File: config.mk
export PLATFORM = sky130hd
export DESIGN_NAME = byte_recurrence_checksum_top
export DESIGN_NICKNAME = d
export VERILOG_FILES = /design/src/sv/brc_pkg.sv /design/src/sv/brc_term_unit.sv /design/src/sv/byte_recurrence_checksum_top.sv
export SDC_FILE = /design/constraint.sdc
export NUM_CORES = 1
export LEC_CHECK = 0
export BUFFER_PORTS_ARGS = -buffer_cell sky130_fd_sc_hd__clkbuf_2
export CORE_MARGIN = 1
export CORE_UTILIZATION = 25
export DETAILED_ROUTE_END_ITERATION = 16
export SETUP_SLACK_MARGIN = 0.15
export SLEW_MARGIN = 20
export SYNTH_ARGS = -nofsm -noshare
export SYNTH_HDL_FRONTEND = slang
export SYNTH_SLANG_ARGS = --single-unit
File: constraint.sdc
create_clock -name clock -period 40.9 [get_ports clock]
set_clock_uncertainty 0.15 [all_clocks]
set_input_delay 8.18 -clock clock [delete_from_list [all_inputs] [get_ports clock]]
set_output_delay 8.18 -clock clock [all_outputs]
set_load 0.02 [all_outputs]
File: src/sv/brc_pkg.sv
// Shared types and constants for the byte recurrence checksum block.
package brc_pkg;

   // Byte value and position width
   localparam int unsigned BYTE_W = 8;
   // Width of one recurrence term
   localparam int unsigned TERM_W = 16;

   // Modulus of the recurrence
   localparam logic [TERM_W-1:0] MOD_VALUE = 16'hFFFF;
   // Offset added to the first byte of a message
   localparam logic [TERM_W-1:0] SEED_OFFSET = 16'd7;
   // Older term at the start of a message
   localparam logic [TERM_W-1:0] OLDER_SEED = 16'd1;
   // Per-position coefficient steps
   localparam logic [BYTE_W-1:0] ALPHA_STEP = 8'd17;
   localparam logic [BYTE_W-1:0] BETA_STEP  = 8'd31;

   // Width of the biased difference: 9x16 product plus one bit of sign headroom
   localparam int unsigned DIFF_W = 26;
   // Multiple of the modulus above any subtrahend, keeps a negative difference positive
   localparam logic [DIFF_W-1:0] WRAP_BIAS = 26'(256 * 65535);

   // Running state of the recurrence
   typedef struct packed {
      logic [BYTE_W-1:0] pos;
      logic              in_msg;
      logic [TERM_W-1:0] older;
      logic [TERM_W-1:0] newer;
   } brc_state_type;

   localparam brc_state_type STATE_RESET = '{
      pos:    '0,
      in_msg: 1'b0,
      older:  OLDER_SEED,
      newer:  '0
   };

endpackage

File: src/sv/brc_term_unit.sv
// Next-term logic of the recurrence: coefficients, two products, mod 65535 fold.
module brc_term_unit
   import brc_pkg::*;
(
   input  brc_state_type     state,
   input  logic [BYTE_W-1:0] data_byte,
   output logic [TERM_W-1:0] next_term
);

   logic [BYTE_W-1:0]   alpha;
   logic [BYTE_W-1:0]   beta;
   logic [BYTE_W:0]     factor;
   logic [24:0]         prod_a;
   logic [23:0]         prod_b;
   logic                neg;
   logic [DIFF_W-1:0]   diff;
   logic [TERM_W:0]     folded;
   logic [TERM_W-1:0]   reduced;

   // Position coefficients, reduced mod 256 by truncation
   assign alpha = 8'(state.pos * ALPHA_STEP);
   assign beta  = 8'(state.pos * BETA_STEP);

   // Form both products
   assign factor = {1'b0, data_byte} + {1'b0, alpha};
   assign prod_a = {16'b0, factor} * {9'b0, state.newer};
   assign prod_b = {8'b0, beta} * {8'b0, state.older};

   // A negative difference gets WRAP_BIAS (a multiple of the modulus) plus one added
   assign neg  = prod_a < {1'b0, prod_b};
   assign diff = neg ? (26'(prod_a) - 26'(prod_b) + WRAP_BIAS + 26'd1)
                     : (26'(prod_a) - 26'(prod_b));

   // Fold high half onto low half (2^16 is 1 mod 65535), then one correction
   assign folded  = {1'b0, diff[TERM_W-1:0]} + 17'(diff[DIFF_W-1:TERM_W]);
   assign reduced = (folded >= {1'b0, MOD_VALUE}) ? 16'(folded - {1'b0, MOD_VALUE})
                                                  : folded[TERM_W-1:0];

   // First byte of a message seeds the newer term
   assign next_term = state.in_msg ? reduced : ({8'b0, data_byte} + SEED_OFFSET);

endmodule

File: src/sv/byte_recurrence_checksum_top.sv
// Top level of the byte recurrence checksum: input register, state, result register.
// Takes one message byte per item and returns a 16-bit checksum item on the byte marked
// last. Bytes are taken at one per cycle while no last byte waits; a byte passes from the
// input register into the term registers, and a last byte's checksum into the result
// register that drives rsp_valid. The rate is set by the term update loop: two small
// products and a mod 65535 fold from the newer/older term registers back into them,
// all combinational. The result register holds a checksum while the following bytes of
// the next message keep flowing; only a last byte waits in the input register, and only
// while an earlier checksum is still untaken.
module byte_recurrence_checksum_top
   import brc_pkg::*;
(
   input  logic                clock,
   input  logic                reset,
   input  logic                req_valid,
   output logic                req_ready,
   input  logic [BYTE_W-1:0]   req_data_byte,
   input  logic                req_last,
   output logic                rsp_valid,
   input  logic                rsp_ready,
   output logic [TERM_W-1:0]   rsp_checksum
);

   logic                in_vld_ff,  in_vld_in;
   logic [BYTE_W-1:0]   in_byte_ff;
   logic                in_last_ff;
   brc_state_type       state_ff,   state_in;
   logic                rsp_vld_ff, rsp_vld_in;
   logic [TERM_W-1:0]   rsp_sum_ff;
   logic [TERM_W-1:0]   next_term;
   logic                adv;

   // Advance the held item unless its checksum would overwrite an untaken one
   assign adv       = in_vld_ff && (!in_last_ff || !rsp_vld_ff || rsp_ready);
   assign req_ready = !in_vld_ff || adv;

   brc_term_unit u_term (
      .state     (state_ff),
      .data_byte (in_byte_ff),
      .next_term (next_term)
   );

   // Input register occupancy
   always_comb begin
      in_vld_in = in_vld_ff;
      if (req_ready) begin
         in_vld_in = req_valid;
      end
   end

   // Shift the terms along, or return to reset state after the last byte
   always_comb begin
      state_in = state_ff;
      if (adv) begin
         if (in_last_ff) begin
            state_in = STATE_RESET;
         end else begin
            state_in.pos    = state_ff.pos + 8'd1;
            state_in.in_msg = 1'b1;
            state_in.older  = state_ff.in_msg ? state_ff.newer : OLDER_SEED;
            state_in.newer  = next_term;
         end
      end
   end

   // Result register occupancy
   always_comb begin
      rsp_vld_in = rsp_vld_ff;
      if (adv && in_last_ff) begin
         rsp_vld_in = 1'b1;
      end else if (rsp_ready) begin
         rsp_vld_in = 1'b0;
      end
   end

   // Control state
   always_ff @(posedge clock) begin
      if (reset) begin
         in_vld_ff  <= 1'b0;
         state_ff   <= STATE_RESET;
         rsp_vld_ff <= 1'b0;
      end else begin
         in_vld_ff  <= in_vld_in;
         state_ff   <= state_in;
         rsp_vld_ff <= rsp_vld_in;
      end
   end

   // Payload registers
   always_ff @(posedge clock) begin
      if (req_ready) begin
         in_byte_ff <= req_data_byte;
         in_last_ff <= req_last;
      end
      if (adv && in_last_ff) begin
         rsp_sum_ff <= next_term;
      end
   end

   assign rsp_valid    = rsp_vld_ff;
   assign rsp_checksum = rsp_sum_ff;

   // Checksum never reaches the modulus
   a_sum_range: assert property (@(posedge clock) disable iff (reset)
      rsp_vld_ff |-> rsp_sum_ff != MOD_VALUE)
      else $error("checksum out of range");

   // Last byte drops the message state
   a_end_clears: assert property (@(posedge clock) disable iff (reset)
      (adv && in_last_ff) |=> (!state_ff.in_msg && state_ff.pos == '0
                               && state_ff.older == OLDER_SEED))
      else $error("state not cleared after last byte");

   // Idle between messages implies position zero
   a_idle_pos: assert property (@(posedge clock) disable iff (reset)
      !state_ff.in_msg |-> state_ff.pos == '0)
      else $error("position nonzero outside a message");

   // A non-last byte opens or continues a message
   a_open_msg: assert property (@(posedge clock) disable iff (reset)
      (adv && !in_last_ff) |=> state_ff.in_msg)
      else $error("message not open after non-last byte");

   // Stall only with a byte held
   a_stall_src: assert property (@(posedge clock) disable iff (reset)
      !req_ready |-> (in_vld_ff && in_last_ff && rsp_vld_ff && !rsp_ready))
      else $error("input stalled without cause");

endmodule
# Word level (Yosys, flattened, before mapping)
# Cells that the tools add are included.
# totals
reg_bits,68
wordCells,39
out_inout_bits,18
in_bits,13
# op_classes
mul,4
n_mux,7
n_addsub,8
n_reduce_logical,9
magnitude_cmp,2
# ops
op,count
2-to-1 mux 16 bit,3
2-to-1 mux 41 bit,1
"adder 26 x 1 -> 26 bit, second input constant",1
"adder 26 x 24 -> 26 bit, second input constant",1
2-to-1 mux 26 bit,1
subtractor 25 x 24 -> 26 bit,1
< comparator 25 x 24 -> 1 bit,1
multiplier 9 x 16 -> 25 bit,1
multiplier 8 x 16 -> 24 bit,1
adder 16 x 10 -> 17 bit,1
"greater-or-equal comparator 17 x 16 -> 1 bit, second input constant",1
"multiplier 8 x 5 -> 8 bit, second input constant",2
"subtractor 16 bit, second input constant",1
"adder 8 x 3 -> 9 bit, second input constant",1
adder 8 x 8 -> 9 bit,1
"adder 8 x 1 -> 8 bit, second input constant",1
logical NOT 1 bit,3
logical OR 1 bit,3
logical AND 1 bit,2
2-to-1 mux 1 bit,2
nonzero test 2 bit,1

# Depth between registers and ports, before layout
# Gate-level depths: netlist of the first run.
# logic_depth
depth_word,12
depth_mapped,59
ltp_nobuf,55

# By module
# Synthesis of the first run repeated with hierarchy kept, for this count alone.
# hier_totals
hier_cells,1741
area_unflattened_um2,14709.1
# modules_own_cells
mod,n_inst,area_each_um2,seq_area_each_um2,cells_per_inst
brc_term_unit,1,12194.2,0.0,1509
byte_recurrence_checksum_top,1,2514.9,1611.5,232

# Least setup slack after synthesis of the first run
# Ideal clock, no wire load.
# synth_path
path_type,input to output
start,input port rsp_ready
end,output port req_ready
arrival_time_ps,8761
path_buffers,0
cell_stages,2
t_required_ps,32570
setup_slack_ps,23809
path_cell_list,nor2b_1 -> nand3_1
# synth_via
elab_chain_cells,3
# synth_rtl
element,line,rtl
start: declaration,byte_recurrence_checksum_top.sv:20,"input logic rsp_ready,"
logical OR 1 bit,byte_recurrence_checksum_top.sv:34,assign adv = in_vld_ff && (!in_last_ff || !rsp_vld_ff || rsp_ready);
logical AND 1 bit,byte_recurrence_checksum_top.sv:34,
logical OR 1 bit,byte_recurrence_checksum_top.sv:35,assign req_ready = !in_vld_ff || adv;
end: declaration,byte_recurrence_checksum_top.sv:16,"output logic req_ready,"
# No other way between the ends.

# Worst setup path in the final report of the first run
# Same ends and word-level chain as after synthesis.

==> flow_summary.rst, run 1 <==
.. list-table::
   :header-rows: 1

   * - Metric
     - Value
   * - Status
     - finished clean
   * - R2r endpoint
     - rsp_checksum[2]$_DFFE_PP_
   * - R2R Path Start
     - state_ff[34]$_SDFFE_PP0P_
   * - Initial cell density of the core
     - 25.4%
   * - Count of fill cells added during filler insertion
     - 6201
   * - Number of buffers between clock root and the deepest sink
     - 2
   * - Critical Path RT
     - 32570 ps
   * - Root buf cell
     - clkbuf_16
   * - Footprint of the multi-input gates
     - 0.0118 mm²
   * - Standard cell core area
     - 0.0578 mm²
   * - Die X
     - 244 µm
   * - TritonCTS clock tree
     - built
   * - Mapped cell area
     - 0.0147 mm²
   * - Largest net degree at the start of global routing
     - 39
   * - DR vias/cell
     - 4.81
   * - Syn Nets
     - 2085
   * - Most used flip-flop cell after synthesis
     - dfxtp_1
   * - Ys Warns
     - 0
   * - Area of all placed cells without fillers
     - 0.0159 mm²
   * - Setup repair after global routing missed its margin
     - false
   * - Final cycle utilization of the critical path
     - 43.0%
   * - Via count of the first global-routing pass
     - 12360
   * - GRT Total Usage
     - 13.7%
   * - FF+latch count, synth
     - 68
   * - Aggregate global routing overflow
     - 0
   * - R2R Setup Slk
     - 26120 ps
   * - Post-synth ARST share
     - 0%
   * - Launching instance or port of the critical path
     - rsp_ready
   * - Total die area
     - 0.0596 mm²
   * - Cell Count, Final, Fillers Out
     - 2492
   * - Achievable Freq
     - 56.9 MHz
   * - Worst R2R Path Depth
     - 53
   * - Setup fix buffers added after clock tree synthesis
     - 0
   * - Initial antenna violation count
     - 2
   * - Number of nets with antenna violations after detailed routing
     - 0
   * - Library cells used by synthesis
     - 83
   * - Routability-driven placement congestion ratio
     - 0.920
   * - Most common library cell in the layout ignoring fill and taps
     - inv_1
   * - Number of enable-type register cells in the synthesized netlist
     - 25
   * - Quantity of hold-fixing buffers added after cts
     - 0
   * - Commonest non-fill, non-tap cells in the layout
     - inv_1 (260), fa_1 (197), nand2_1 (189), ha_1 (151), and2_1 (134)
   * - Type of the worst setup path
     - in -> out
   * - Cell type with the largest total area after synthesis
     - fa_1
   * - Critical Path Sink Type
     - output pin
   * - Critical Path Sink
     - req_ready
   * - Area Overhead vs Synth
     - 8.70%
   * - Share of cells above drive strength 1
     - 4.92%
   * - Total via count after detailed routing
     - 11975
   * - H-Tree Level Count
     - 3
   * - Longest individual stage delay on the worst path
     - 420 ps
   * - Initial DRT Pass Iterations
     - 5
   * - Clock latency reported for the late side of the worst-skew pair
     - 340 ps
   * - Kind of start point of the critical path
     - input port
   * - Count of boundary I/O pins
     - 31
   * - Nets
     - 2083
   * - Total of buffers placed on input and output ports
     - 30
   * - Part of the Yosys area used for sequential elements
     - 11.0%
   * - Worst max-slew margin expressed relative to the limit
     - 28.8%
   * - Diodes inserted
     - 0
   * - Post-route DRC
     - 0
   * - Number of clock sinks
     - 68
   * - Count of final hold-check violations
     - 0
   * - Placed insts
     - 2475
   * - Cells after Synth
     - 1724
   * - Final slew viol count
     - 0
   * - Clock input transition at the sequential cells of the worst setup and hold paths
     - 60 ps
   * - Core Rows
     - 88
   * - Shortest clock period the worst path allows after layout
     - 17570 ps
   * - Wirelength per Cell
     - 16.1 µm
   * - Total of endpoints with negative setup slack in the final report
     - 0
   * - Area taken by flip-flops and latches
     - 0.00161 mm²
   * - Starting DRT DRC Count
     - 718
   * - Cells taking the most area after synthesis
     - fa_1 (27%), ha_1 (13%), inv_1 (6.7%)
   * - Worst hold margin
     - 418 ps
   * - Resize count post-CTS
     - 0
   * - Overall routed net length
     - 40100 µm
   * - Path class of the lowest-slack min-delay path
     - reg -> reg
   * - Number of maximum-capacitance constraint violations
     - 0
   * - Post-detailed-placement half-perimeter wirelength
     - 32700 µm
   * - Area share of the largest cell type after synthesis
     - 26.9%
   * - Top fanout value on the critical path
     - 11
   * - Worst EP arrival
     - 9240 ps
   * - Height of the die
     - 244 µm
   * - First-pass GRT wire length
     - 65300 µm
   * - Setup TNS Final
     - 0 ps
   * - Slew at the pin with the worst max-slew slack
     - 1060 ps
   * - Worst path most repeated cell
     - clkbuf_2
   * - Number of buffers created by CTS
     - 9
   * - Syn avg cell area
     - 8.51 µm²
   * - Post-Place Cell Area
     - 0.0156 mm²
   * - Critical path, cell by cell
     - clkbuf_2 > nor2b_1 > nand3_1 > clkbuf_2
   * - CP max-delay cell
     - nand3_1
-- state kept, by name, indices dropped and copies added (netlist names) --
register / flops
state_ff: 41
in_vld_ff: 1
in_last_ff: 1
rsp_valid: 1
rsp_checksum: 16
in_byte_ff: 8
-- per-stage QoR --
| step | setup slack (ps) | util, % |
|---|---|---|
| 2_1_floorplan | 23810 | - |
| 5_1_grt | 23200 | 27.6 |
| 6_report | 23330 | 27.6 |
| 4_1_cts | 23280 | 27.5 |
| 3_5_place_dp | 23280 | 27.1 |
| 3_3_place_gp | 23320 | 27.1 |
-- final cells by class --
cell class / count / share of cell area [%]
clock buffer: 9 / 1.41
clock inverter: 7 / 0.322
inverter: 261 / 6.15
multi-input combinational: 1337 / 74.3
sequential: 68 / 10.1
tap: 765 / 6.01
timing repair buffer: 45 / 1.67
-- how the worst min path moves through the flow --
| stage | from | to | depth (start not counted) | slack [ps] |
|---|---|---|---|---|
| floorplan | state_ff[4]$_SDFFE_PP0P_ | state_ff[20]$_SDFFE_PP0P_ | 2 | 310 |
| global placement | state_ff[39]$_SDFFE_PP0P_ | state_ff[39]$_SDFFE_PP0P_ | 2 | 390 |
| detailed placement | in_vld_ff$_SDFFE_PP0P_ | state_ff[34]$_SDFFE_PP0P_ | 2 | 410 |
| CTS | in_vld_ff$_SDFFE_PP0P_ | state_ff[34]$_SDFFE_PP0P_ | 2 | 420 |
| global route | state_ff[39]$_SDFFE_PP0P_ | state_ff[39]$_SDFFE_PP0P_ | 2 | 470 |
| finish | state_ff[39]$_SDFFE_PP0P_ | state_ff[39]$_SDFFE_PP0P_ | 2 | 420 |
-- logic make-up (layout without fill, tap and decap cells) --
family | count (synthesis) | after routing | share of synthesized area (%)
AO/OA/AOI/OAI | 282 | 282 | 13.4
XOR/XNOR | 118 | 118 | 7.05
adder cells (fa/ha/maj) | 348 | 348 | 39.8
buffers and inverters | 319 | 322 | 8.25
flip-flops | 68 | 68 | 11.0
multiplexers | 6 | 6 | 0.418
AND/OR/NAND/NOR | 583 | 583 | 20.1
-- routing by layer --
layer / global-route usage (%) / routed length, µm
met3: 1.98 / 1930
met4: 4.52 / 1380
met5: 0 / 13
met1: 18.1 / 18200
met2: 22.7 / 18600
-- worst max-delay path: cells and delay by family --
kind / cells / cell delay (ps)
buf+inv: 2 / 370
simple gates: 2 / 690
-- cell usage after synthesis (3+ instances only) --
cell type,instances
a211o_1,4
nand2b_1,11
xnor2_1,84
and3_1,20
o22ai_1,4
xor2_1,34
clkbuf_1,54
ha_1,151
a31oi_1,8
o21bai_1,17
nor3_1,23
or4_1,4
a21o_1,23
o21a_1,11
nor2_1,89
nand4_1,15
nand3b_1,4
a32o_1,5
or3_1,12
o21ai_0,31
o211a_1,3
or2_2,5
nor4_1,6
and4_1,3
o31a_1,4
nand2_1,190
a22oi_1,19
fa_1,197
edfxtp_1,25
nor3b_1,3
a211oi_1,15
inv_1,260
o31ai_1,7
nand3_1,29
o211ai_1,13
and2_1,134
a22o_1,4
dfxtp_1,43
a21oi_1,78
mux2i_1,5
nor2b_1,24
Power of run 1 is not shown: default switching activity piles up to over one toggle a cycle in this logic, so the estimate is an artifact.
==> run 2: changes to the inputs <==
==> constraint.sdc (replaced) <==
create_clock -name clock -period 16.5 [get_ports clock]
set_clock_uncertainty 0.15 [all_clocks]
set_input_delay 3.3 -clock clock [delete_from_list [all_inputs] [get_ports clock]]
set_output_delay 3.3 -clock clock [all_outputs]
set_load 0.02 [all_outputs]
==> run 2 against run 1 <==
  * Hold slack worse by 3.6 ps
  * Cell area is 0.18% higher
  * Setup slack got worse by 21000 ps
  * Via count up 0.49%
  * Final cell count is essentially flat
  * First-iteration DRC count decreased by 0.14%
  * Utilization about the same
  * Global-route usage is 0.18 points higher
  * Non-clock buffer count fell by 2
  * Highest routed layer is now met4
==> flow_summary.rst, run 2 (synthesized netlist as in run 1, its figures left out) <==
.. list-table::
   :header-rows: 1

   * - Metric
     - Value
   * - Largest net degree at the start of global routing
     - 39
   * - Root buf cell
     - clkbuf_16
   * - Post-Place Cell Area
     - 0.0157 mm²
   * - Number of buffers between clock root and the deepest sink
     - 2
   * - Most common library cell in the layout ignoring fill and taps
     - inv_1
   * - GRT Total Usage
     - 13.8%
   * - Number of clock sinks
     - 68
   * - Standard cell core area
     - 0.0578 mm²
   * - Critical Path Sink Type
     - register
   * - Total of buffers placed on input and output ports
     - 30
   * - Worst max-slew margin expressed relative to the limit
     - 23.6%
   * - Count of boundary I/O pins
     - 31
   * - Share of cells above drive strength 1
     - 4.75%
   * - Clock input transition at the sequential cells of the worst setup and hold paths
     - 60 ps
   * - Die X
     - 244 µm
   * - Total via count after detailed routing
     - 12034
   * - Type of the worst setup path
     - reg -> reg
   * - Shortest clock period the worst path allows after layout
     - 14390 ps
   * - Commonest non-fill, non-tap cells in the layout
     - inv_1 (260), fa_1 (197), nand2_1 (190), ha_1 (151), and2_1 (134)
   * - Area Overhead vs Synth
     - 8.90%
   * - Achievable Freq
     - 69.5 MHz
   * - Resize count post-CTS
     - 0
   * - Setup repair after global routing missed its margin
     - false
   * - CP max-delay cell
     - and3b_1
   * - Path class of the lowest-slack min-delay path
     - reg -> reg
   * - Setup fix buffers added after clock tree synthesis
     - 0
   * - Post-route DRC
     - 0
   * - Top fanout value on the critical path
     - 27
   * - Clock latency reported for the late side of the worst-skew pair
     - 340 ps
   * - Aggregate global routing overflow
     - 0
   * - Number of maximum-capacitance constraint violations
     - 0
   * - Number of buffers created by CTS
     - 9
   * - TritonCTS clock tree
     - built
   * - Count of final hold-check violations
     - 0
   * - Height of the die
     - 244 µm
   * - Critical Path RT
     - 16440 ps
   * - Quantity of hold-fixing buffers added after cts
     - 0
   * - Longest individual stage delay on the worst path
     - 680 ps
   * - Worst path most repeated cell
     - a21oi_1
   * - First-pass GRT wire length
     - 66100 µm
   * - Core Rows
     - 88
   * - Nets
     - 2081
   * - Wirelength per Cell
     - 16.3 µm
   * - Status
     - finished clean
   * - Setup TNS Final
     - 0 ps
   * - Final cycle utilization of the critical path
     - 87.2%
   * - Overall routed net length
     - 40600 µm
   * - Diodes inserted
     - 0
   * - DR vias/cell
     - 4.83
   * - Initial cell density of the core
     - 25.4%
   * - Worst hold margin
     - 415 ps
   * - Register ranked first by flip-flop count
     - state_ff
   * - Number of nets with antenna violations after detailed routing
     - 0
   * - Post-detailed-placement half-perimeter wirelength
     - 33400 µm
   * - Total die area
     - 0.0596 mm²
   * - Final slew viol count
     - 0
   * - Kind of start point of the critical path
     - register
   * - Total of endpoints with negative setup slack in the final report
     - 0
   * - Via count of the first global-routing pass
     - 12443
   * - Initial antenna violation count
     - 0
   * - Initial DRT Pass Iterations
     - 5
   * - H-Tree Level Count
     - 3
   * - Slew at the pin with the worst max-slew slack
     - 1150 ps
   * - Number of flip-flops in the largest register
     - 41
   * - Routability-driven placement congestion ratio
     - 0.925
   * - Area of all placed cells without fillers
     - 0.0160 mm²
   * - Worst EP arrival
     - 14330 ps
   * - Starting DRT DRC Count
     - 717
-- run 2: cell count changes in the layout (fill, tap and decap cells not counted), sizes merged --
cell	before	now
buf	15	13
bufinv	0	1
clkbuf	39	41
clkinv	5	4
clkinvlp	2	0
-- run 2: final timing paths --
| check | slack (ps) | depth (start not counted) | endpoint | from |
|---|---|---|---|---|
| worst max register to register | 2110 | 55 | rsp_checksum[14]$_DFFE_PP_ | state_ff[33]$_SDFFE_PP0P_ |
| worst max-delay path | 2110 | 55 | rsp_checksum[14]$_DFFE_PP_ | state_ff[33]$_SDFFE_PP0P_ |
| worst min register to register | 410 | 2 | state_ff[39]$_SDFFE_PP0P_ | state_ff[39]$_SDFFE_PP0P_ |
| worst min-delay path | 410 | 2 | state_ff[39]$_SDFFE_PP0P_ | state_ff[39]$_SDFFE_PP0P_ |
-- run 2: cell type report --
type	instances	area [µm²]
Inverter	261	980
Tap cell	765	957
Sequential cell	68	1610
Fill cell	6183	41800
Timing Repair Buffer	43	248
Multi-Input combinational cell	1337	11900
Clock buffer	11	254
Clock inverter	5	58.8
-- run 2: layer usage --
layer	track usage (%)	part of all wire, %	vias up
met5	0	0	-
met4	5.06	3.7	0
met3	1.69	4.8	75
met2	23.4	47	305
met1	18.0	44	5992
li1	-	-	5662
-- run 2: metrics by stage --
stage / utilization, % / setup slack, ps / instances
CTS: 27.6 / 2210 / 2490
global route: 27.6 / 1040 / 2490
detailed placement: 27.1 / 2270 / 2474
finish: 27.6 / 2110 / 2490
floorplan: - / 3470 / 1724
global placement: 27.1 / 2440 / 2474
-- run 2: critical path, delay by kind of cell (launching register included) --
family	cells	cell delay, ps
buffers and inverters	7	970
AOI/OAI and AO/OA	23	4770
xor gates and xnor gates	3	590
DFF	1	290
adders and majority gates	11	4950
and+or+nand+nor	11	2400
Power of run 2 is left out for the same reason.
